`src/hdl/bsmt_pkg.sv`:
```
// ----------------------------------------------------------------------------
// Backing-store map table package
// Item and result types, operation and status codes, and the command and
// status structs that join the controller to the datapath.
// ----------------------------------------------------------------------------
package bsmt_pkg;

  localparam int unsigned OpW      = 2;
  localparam int unsigned PidW     = 7;
  localparam int unsigned PageW    = 20;
  localparam int unsigned StoreW   = 3;
  localparam int unsigned CountW   = 9;
  localparam int unsigned StatusW  = 2;

  localparam logic [OpW-1:0] OP_LOOKUP = 2'd0;
  localparam logic [OpW-1:0] OP_ADD    = 2'd1;
  localparam logic [OpW-1:0] OP_DROP   = 2'd2;

  localparam logic [StatusW-1:0] ST_OK   = 2'd0;
  localparam logic [StatusW-1:0] ST_BAD  = 2'd1;
  localparam logic [StatusW-1:0] ST_NONE = 2'd2;

  // Pages below this number belong to the kernel and are never mapped.
  localparam logic [PageW-1:0] LOW_PAGE_LIMIT = 20'd4096;

  typedef struct packed {
    logic [OpW-1:0]    operation;
    logic [PidW-1:0]   pid;
    logic [PageW-1:0]  virtual_page;
    logic [StoreW-1:0] store_index;
    logic [CountW-1:0] page_count;
  } item_t;

  // page_delta is the distance of the page from the base of the matching entry.
  typedef struct packed {
    logic [StatusW-1:0] status;
    logic [StoreW-1:0]  found_store;
    logic [CountW-1:0]  page_delta;
  } result_t;

  // Commands from the controller to the datapath.
  typedef struct packed {
    logic               load;        // capture the input item
    logic               add_write;   // write the addressed entry
    logic               idx_clr;     // restart the entry scan
    logic               idx_inc;     // step to the next entry
    logic               rd_entry;    // read the scanned entry
    logic               drop_clear;  // invalidate the scanned entry
    logic               res_load;    // capture the result
    logic               res_hit;     // result carries store and offset
    logic [StatusW-1:0] res_status;
  } dp_cmd_t;

  // Status from the datapath to the controller.
  typedef struct packed {
    logic [OpW-1:0] op;
    logic           args_bad;
    logic           hit;
    logic           last;
  } dp_sts_t;

endpackage

```
`src/hdl/bsmt_ctrl.sv`:
```
// ----------------------------------------------------------------------------
// Backing-store map table controller
// Sequences one operation: argument check, add write or entry scan, result.
// ----------------------------------------------------------------------------
module bsmt_ctrl
  import bsmt_pkg::*;
(
  input  logic    clk_i,
  input  logic    rst_ni,
  input  logic    start_i,
  input  dp_sts_t sts_i,
  output dp_cmd_t cmd_o,
  output logic    busy_o,
  output logic    done_o
);

  localparam logic [2:0] S_IDLE     = 3'd0;
  localparam logic [2:0] S_DISPATCH = 3'd1;
  localparam logic [2:0] S_READ     = 3'd2;
  localparam logic [2:0] S_CHECK    = 3'd3;
  localparam logic [2:0] S_RESP     = 3'd4;

  logic [2:0] state_q, state_d;

  always_ff @(posedge clk_i or negedge rst_ni) begin
    if (!rst_ni) begin
      state_q <= S_IDLE;
    end else begin
      state_q <= state_d;
    end
  end

  always_comb begin
    state_d = state_q;
    cmd_o   = '0;
    case (state_q)
      S_IDLE: begin
        if (start_i) begin
          cmd_o.load = 1'b1;
          state_d    = S_DISPATCH;
        end
      end
      S_DISPATCH: begin
        if (sts_i.args_bad) begin
          cmd_o.res_load   = 1'b1;
          cmd_o.res_status = ST_BAD;
          state_d          = S_RESP;
        end else if (sts_i.op == OP_ADD) begin
          cmd_o.add_write  = 1'b1;
          cmd_o.res_load   = 1'b1;
          cmd_o.res_status = ST_OK;
          state_d          = S_RESP;
        end else begin
          cmd_o.idx_clr = 1'b1;
          state_d       = S_READ;
        end
      end
      S_READ: begin
        cmd_o.rd_entry = 1'b1;
        state_d        = S_CHECK;
      end
      S_CHECK: begin
        if (sts_i.op == OP_LOOKUP && sts_i.hit) begin
          cmd_o.res_load   = 1'b1;
          cmd_o.res_hit    = 1'b1;
          cmd_o.res_status = ST_OK;
          state_d          = S_RESP;
        end else begin
          cmd_o.drop_clear = (sts_i.op == OP_DROP) && sts_i.hit;
          if (sts_i.last) begin
            cmd_o.res_load   = 1'b1;
            cmd_o.res_status = (sts_i.op == OP_LOOKUP) ? ST_NONE : ST_OK;
            state_d          = S_RESP;
          end else begin
            cmd_o.idx_inc = 1'b1;
            state_d       = S_READ;
          end
        end
      end
      S_RESP: begin
        state_d = S_IDLE;
      end
      default: begin
        state_d = S_IDLE;
      end
    endcase
  end

  assign busy_o = (state_q != S_IDLE);
  assign done_o = (state_q == S_RESP);

endmodule

```
`src/hdl/bsmt_datapath.sv`:
```
// ----------------------------------------------------------------------------
// Backing-store map table datapath
// Entry storage, argument check, scan index and the range compare.
// ----------------------------------------------------------------------------
module bsmt_datapath
  import bsmt_pkg::*;
#(
  parameter int unsigned NUM_STORES = 8,
  parameter int unsigned MAX_PAGES  = 256,
  parameter int unsigned NUM_PROCS  = 128
) (
  input  logic    clk_i,
  input  logic    rst_ni,
  input  item_t   item_i,
  input  dp_cmd_t cmd_i,
  output dp_sts_t sts_o,
  output result_t result_o
);

  localparam int unsigned IdxW = (NUM_STORES > 1) ? $clog2(NUM_STORES) : 1;

  item_t item_q;

  logic [NUM_STORES-1:0] valid_q;
  logic [PidW-1:0]       owner_mem [NUM_STORES];
  logic [PageW-1:0]      base_mem  [NUM_STORES];
  logic [CountW-1:0]     pages_mem [NUM_STORES];

  logic [IdxW-1:0]   idx_q;
  logic              rd_valid_q;
  logic [PidW-1:0]   rd_owner_q;
  logic [PageW-1:0]  rd_base_q;
  logic [CountW-1:0] rd_pages_q;
  result_t           result_q;

  logic            pid_bad;
  logic            page_low;
  logic            add_bad;
  logic [IdxW-1:0] wr_idx;
  logic [PageW:0]  diff;
  logic            in_range;

  always_ff @(posedge clk_i) begin
    if (cmd_i.load) begin
      item_q <= item_i;
    end
  end

  // Argument checks on the captured item.
  assign pid_bad  = (item_q.pid == '0) || ({1'b0, item_q.pid} >= (PidW+1)'(NUM_PROCS));
  assign page_low = (item_q.virtual_page < LOW_PAGE_LIMIT);
  assign add_bad  = page_low
                  || ((PidW)'(item_q.store_index) >= (PidW)'(NUM_STORES))
                  || (item_q.page_count > CountW'(MAX_PAGES));

  assign wr_idx = IdxW'(item_q.store_index);

  // Valid marks clear at reset; the payload of an invalid entry is never seen.
  always_ff @(posedge clk_i or negedge rst_ni) begin
    if (!rst_ni) begin
      valid_q <= '0;
    end else if (cmd_i.add_write) begin
      valid_q[wr_idx] <= 1'b1;
    end else if (cmd_i.drop_clear) begin
      valid_q[idx_q] <= 1'b0;
    end
  end

  always_ff @(posedge clk_i) begin
    if (cmd_i.add_write) begin
      owner_mem[wr_idx] <= item_q.pid;
      base_mem[wr_idx]  <= item_q.virtual_page;
      pages_mem[wr_idx] <= item_q.page_count;
    end
  end

  always_ff @(posedge clk_i) begin
    if (cmd_i.rd_entry) begin
      rd_valid_q <= valid_q[idx_q];
      rd_owner_q <= owner_mem[idx_q];
      rd_base_q  <= base_mem[idx_q];
      rd_pages_q <= pages_mem[idx_q];
    end
  end

  always_ff @(posedge clk_i or negedge rst_ni) begin
    if (!rst_ni) begin
      idx_q <= '0;
    end else if (cmd_i.idx_clr) begin
      idx_q <= '0;
    end else if (cmd_i.idx_inc) begin
      idx_q <= idx_q + 1'b1;
    end
  end

  // Page lies in [base, base + pages) when the subtraction does not borrow
  // and the distance is below the count.
  assign diff     = {1'b0, item_q.virtual_page} - {1'b0, rd_base_q};
  assign in_range = !diff[PageW] && (diff[PageW-1:0] < PageW'(rd_pages_q));

  always_comb begin
    sts_o.op   = item_q.operation;
    sts_o.last = (idx_q == IdxW'(NUM_STORES - 1));
    sts_o.hit  = rd_valid_q && (rd_owner_q == item_q.pid)
               && ((item_q.operation == OP_DROP) || in_range);
    case (item_q.operation)
      OP_LOOKUP: sts_o.args_bad = pid_bad || page_low;
      OP_ADD:    sts_o.args_bad = pid_bad || add_bad;
      OP_DROP:   sts_o.args_bad = pid_bad;
      default:   sts_o.args_bad = 1'b1;
    endcase
  end

  always_ff @(posedge clk_i) begin
    if (cmd_i.res_load) begin
      result_q.status      <= cmd_i.res_status;
      result_q.found_store <= cmd_i.res_hit ? StoreW'(idx_q) : '0;
      result_q.page_delta  <= cmd_i.res_hit ? diff[CountW-1:0] : '0;
    end
  end

  assign result_o = result_q;

endmodule

```
`src/hdl/backing_store_map_table_unit.sv`:
```
// ----------------------------------------------------------------------------
// Backing-store map table unit
// Maps ranges of virtual pages to backing stores, one entry per store, with
// lookup, add and drop-by-process operations.
// ----------------------------------------------------------------------------
//
//   Channel   Handshake              Payload    Direction
//   -------   --------------------   --------   ---------
//   item      start / busy           item_i     in
//   result    done_o (one cycle)     result_o   out
//
// An item is taken at a rising edge where start is high and busy is low, and
// the unit then works on that item alone. Bad arguments and add go from the
// dispatch state straight to the result. Lookup and drop scan the entries in
// store order through a single registered read port, with a read state and a
// check state per entry; a lookup ends at its first match.
// The result is shown for one cycle with done_o high and busy drops in the
// following cycle. The receiver cannot stall. Reset clears every valid mark
// at once, so no clearing pass is needed.
module backing_store_map_table_unit
  import bsmt_pkg::*;
#(
  parameter int unsigned NUM_STORES = 8,
  parameter int unsigned MAX_PAGES  = 256,
  parameter int unsigned NUM_PROCS  = 128
) (
  input  logic    clk_i,
  input  logic    rst_ni,
  input  logic    start,
  input  item_t   item_i,
  output logic    busy,
  output logic    done_o,
  output result_t result_o
);

  dp_cmd_t cmd;
  dp_sts_t sts;

  // The controller sequences each operation; it sees only the status struct.
  bsmt_ctrl u_ctrl (
    .clk_i   (clk_i),
    .rst_ni  (rst_ni),
    .start_i (start),
    .sts_i   (sts),
    .cmd_o   (cmd),
    .busy_o  (busy),
    .done_o  (done_o)
  );

  // The datapath holds the table and evaluates one entry per scan step.
  bsmt_datapath #(
    .NUM_STORES (NUM_STORES),
    .MAX_PAGES  (MAX_PAGES),
    .NUM_PROCS  (NUM_PROCS)
  ) u_datapath (
    .clk_i    (clk_i),
    .rst_ni   (rst_ni),
    .item_i   (item_i),
    .cmd_i    (cmd),
    .sts_o    (sts),
    .result_o (result_o)
  );

endmodule

```
`config.mk`:
```
export PLATFORM = sky130hd
export DESIGN_NAME = backing_store_map_table_unit
export DESIGN_NICKNAME = d
export VERILOG_FILES = /design/src/hdl/bsmt_pkg.sv /design/src/hdl/bsmt_ctrl.sv /design/src/hdl/bsmt_datapath.sv /design/src/hdl/backing_store_map_table_unit.sv
export SDC_FILE = /design/constraint.sdc
export NUM_CORES = 1
export LEC_CHECK = 0
export ABC_AREA = 0
export BUFFER_PORTS_ARGS = -buffer_cell sky130_fd_sc_hd__clkbuf_2
export CELL_PAD_IN_SITES_DETAIL_PLACEMENT = 0
export CELL_PAD_IN_SITES_GLOBAL_PLACEMENT = 2
export CORE_ASPECT_RATIO = 0.7
export CORE_UTILIZATION = 40
export DETAILED_ROUTE_END_ITERATION = 6
export PLACE_DENSITY_LB_ADDON = 0.1
export SYNTH_ARGS = -nofsm -noshare
export SYNTH_HDL_FRONTEND = slang
export SYNTH_SLANG_ARGS = --single-unit
```
`constraint.sdc`:
```
create_clock -name clk_i -period 5.8 [get_ports clk_i]
set_clock_uncertainty 0.2 [all_clocks]
set_input_delay 0.58 -clock clk_i [delete_from_list [all_inputs] [get_ports clk_i]]
set_output_delay 0.58 -clock clk_i [all_outputs]
set_load 0.01 [all_outputs]
```
==> out/qor.yml <==
status:
  outcome: "finished, final reports clean"
finish:
  share_of_final_layout_standard_cells_stronger_than_drive_strength_1_pct: 15.4
  most_frequent_standard_cell_in_the_layout_excluding_fill_and_tap_cells: "sky130_fd_sc_hd__edfxtp_1"
  num-nets-final: 1123
  antenna_cells_inserted: 0
  layout.cells.most_common_list: "sky130_fd_sc_hd__edfxtp_1 (380), sky130_fd_sc_hd__a22oi_1 (148), sky130_fd_sc_hd__clkbuf_2 (59)"
  final-seq-area_mm2: 0.0118
  synthToLayoutAreaGrowth_pct: 16.8
  filler_cell_count: 3286
  multiInputGateArea_mm2: 0.00332
  layout.cells.non_filler: 1566
global_routing:
  globalRouteMet2Util_pct: 31.6
  grt_use_met3_pct: 3.85
  grt_first_pass_wirelength_um: 61700
  grt_max_degree: 39
  grt_antenna_before_repair: 0
  grt.overflow.total: 0
  use_met1_pct: 34.1
  grtUsageTotal_pct: 21.8
  gr-max-usage-layer: "met1"
  grt_pass1_vias: 8842
placement:
  place.detailed.hpwl_um: 24000
  place_inst: 1469
  gp_routability_congestion: 0.826
  port-buffer-count: 59
clock_tree:
  clk_latency_ns: 0.55
  cts_setup_buffers: 0
  tritoncts_clock_tree: "built"
  cts_made_buffers: 39
  hold_bufs_at_cts: 26
  count_of_clock_tree_sinks: 394
  cts_max_path_buffers: 3
  h-tree-depth: 2
  cts_resized: 0
  worst_path_clk_slew_ns: 0.06
  cts_root_buffer: "sky130_fd_sc_hd__clkbuf_16"
logic_synthesis:
  synthesis.yosys.warnings: 0
  summed_instance_area_of_the_synthesized_netlist_mm2: 0.0153
  synthCells: 943
  ys_seq_elements: 394
  synth_cell_type_count: 54
  synth_area_per_cell_um2: 16.2
  synth-edff-count: 380
  postSynthNetCount: 1018
  synth_seq_area_share_pct: 76.9
  synthFlopType: "sky130_fd_sc_hd__edfxtp_1"
  asyncSetResetFlopFracSynth_pct: 3.55
critical_path:
  critPathCaptureType: "flop"
  critical-path-max-stage-delay_ns: 0.57
  critPathMostFrequentCell: "sky130_fd_sc_hd__ha_1"
  slowest_cell_on_crit_path: "sky130_fd_sc_hd__or4_1"
  worst-path-stages: 18
  ff2ff_path_depth: 18
  cp_max_fo: 14
  cpLargestDelayFamily: "compound AO/OA/AOI/OAI gates"
  worst_setup_path_start_kind: "flop"
  path_class: "reg2reg"
  crit_required_ns: 5.84
  path_buf_inv: 2
  timing.critical_path.cells: "inv_1 -> ha_1 -> fa_1 -> nand2b_1 -> a21o_1 -> and2_1 -> o21ai_0 -> xnor2_1 -> ha_1 -> nand3_1 -> a211o_1 -> o22ai_1 -> or4_1 -> a221oi_2 -> nand4_1 -> o41a_1 -> a211oi_2 -> buf_4"
  critPathArrivalTime_ns: 5.22
run:
  drv.max_cap_violation_count: 0
power:
  worst_ir_drop_on_vdd_mv: 0.252
  power.density_cell_area_mw_per_mm2: 482
  power.static_leakage_nw: 6.04
  design_power_total_w: 0.00862
sta:
  layout_worst_path_cycle_share_pct: 89.4
  post_layout_minimum_cycle_time_ns: 5.19
  final-setup-viol-count: 0
  grt_setup_unrepaired: "no"
  max_slew.worst_pin.slew_ns: 1.03
  maxSlewHeadroom_pct: 31.1
  timing_max_transition_violations_final: 0
  tns_setup_ns: 0
  finalHoldViolations: 0
  fmaxAchievable_mhz: 193
drt:
  routed_wl_um: 41800
  drcViolationCount: 0
  routed_via_density: 5.66
  first_pass_iters: 5
  routed_length_per_instance_um: 26.7
  vias: 8870
  drt_iter0_markers: 766
  drt.antenna.violating_nets: 0
die:
  design.die.area_mm2: 0.0391
  die-height_um: 166
  floorplan.initialDensity_pct: 40.9
  placementRows: 59
  ios: 60
  fp.coreArea_mm2: 0.0374
  die_x_um: 236
worst_hold_path:
  whs_path_depth: 1
  hold_path.class: "in2reg"
==> sequential cells by signal, summed over array words and instances (netlist names) <==
name / cells
u_ctrl.state_q: 3
u_datapath.base_mem: 160
u_datapath.idx_q: 3
u_datapath.item_q: 36
u_datapath.owner_mem: 56
u_datapath.pages_mem: 72
u_datapath.rd_base_q: 20
u_datapath.rd_owner_q: 7
u_datapath.rd_pages_q: 9
u_datapath.rd_valid_q: 1
u_datapath.result_o: 14
u_datapath.sts_o: 2
u_datapath.valid_q: 8
u_datapath.wr_idx: 3
==> where the power goes <==
group / internal (W) / switching, W / leakage, nW
Combinational: 0.000732 / 0.00143 / 1.78
Clock: 0.00149 / 0.00109 / 0.630
Sequential: 0.00361 / 0.000269 / 3.63
==> metrics by stage <==
stage / area [um^2] / worst slack (ns) / utilization, % / hold WS [ns]
3_3_place_gp: 16300 / 0.720 / 43.6 / 0.310
3_5_place_dp: 16300 / 0.641 / 43.6 / 0.323
4_1_cts: 17900 / 0.623 / 47.7 / 0.000872
2_1_floorplan: 15300 / 0.309 / - / 0.0844
5_1_grt: 17900 / 0.297 / 47.7 / 0.00188
6_report: 17900 / 0.613 / 47.7 / 0.0206
==> synth_stat cells (12+ instances only) <==
library cell / number / area share (%)
sky130_fd_sc_hd__a22oi_1: 148 / 7.3
sky130_fd_sc_hd__ha_1: 30 / 2.5
sky130_fd_sc_hd__a21oi_1: 27 / 0.88
sky130_fd_sc_hd__dfrtp_1: 14 / 2.3
sky130_fd_sc_hd__o21ai_0: 15 / 0.49
sky130_fd_sc_hd__clkbuf_1: 42 / 1.0
sky130_fd_sc_hd__edfxtp_1: 380 / 75
sky130_fd_sc_hd__nor2_1: 37 / 0.91
sky130_fd_sc_hd__inv_1: 40 / 0.98
sky130_fd_sc_hd__nand2_1: 23 / 0.56
sky130_fd_sc_hd__nand4_1: 44 / 1.8
sky130_fd_sc_hd__nor3_1: 12 / 0.39
sky130_fd_sc_hd__and3_1: 13 / 0.53
==> worst register-to-register path: stages (launching register included) <==
cell                       delay (ns)
sky130_fd_sc_hd__edfxtp_1        0.49
sky130_fd_sc_hd__inv_1           0.08
sky130_fd_sc_hd__ha_1            0.21
sky130_fd_sc_hd__fa_1            0.41
sky130_fd_sc_hd__nand2b_1        0.18
sky130_fd_sc_hd__a21o_1          0.23
sky130_fd_sc_hd__and2_1          0.18
sky130_fd_sc_hd__o21ai_0         0.20
sky130_fd_sc_hd__xnor2_1         0.18
sky130_fd_sc_hd__ha_1            0.30
sky130_fd_sc_hd__nand3_1         0.11
sky130_fd_sc_hd__a211o_1         0.13
sky130_fd_sc_hd__o22ai_1         0.06
sky130_fd_sc_hd__or4_1           0.57
sky130_fd_sc_hd__a221oi_2        0.18
sky130_fd_sc_hd__nand4_1         0.15
sky130_fd_sc_hd__o41a_1          0.51
sky130_fd_sc_hd__a211oi_2        0.23
sky130_fd_sc_hd__buf_4           0.26
==> metal layers <==
metal / wire length, um / up-vias
met5: 0 / -
met2: 17900 / 246
met3: 2240 / 50
met4: 639 / 0
li1: - / 4019
met1: 21000 / 4555
==> cells by family (layout without fill, tap and decap cells) <==
logic type               count (synthesis)  after routing  share of synthesized area [%]
multiplexers                             3              3                          0.196
buffers and inverters                   86            221                           2.12
AO/OA/AOI/OAI                          237            237                           11.1
XOR/XNOR                                16             16                          0.916
flip-flops                             394            394                           76.9
adder cells (fa/ha/maj)                 31             31                           2.58
AND/OR/NAND/NOR                        176            176                           6.20
==> final cells by class <==
cell class                      instances  area share, %
Sequential cell                       394           65.8
Clock buffer                           47           5.75
Timing Repair Buffer                  110           4.16
Inverter                               40          0.840
Multi-Input combinational cell        463           18.6
Clock inverter                         24           1.42
Tap cell                              488           3.42
==> worst paths after layout <==
check,slack [ns],endpoint,start
max in group asynchronous,4.75,u_ctrl.state_q[2],rst_ni
worst min-delay path,0.02,u_datapath.wr_idx[1],item_i[10]
worst max register to register,0.61,u_datapath.result_o[1],u_datapath.item_q[12]
worst max-delay path,0.61,u_datapath.result_o[1],u_datapath.item_q[12]
min in group asynchronous,0.32,u_datapath.idx_q[1],rst_ni
worst min register to register,0.33,u_ctrl.state_q[0],u_ctrl.state_q[0]
No activity file was read; power rests on OpenSTA's default activity.
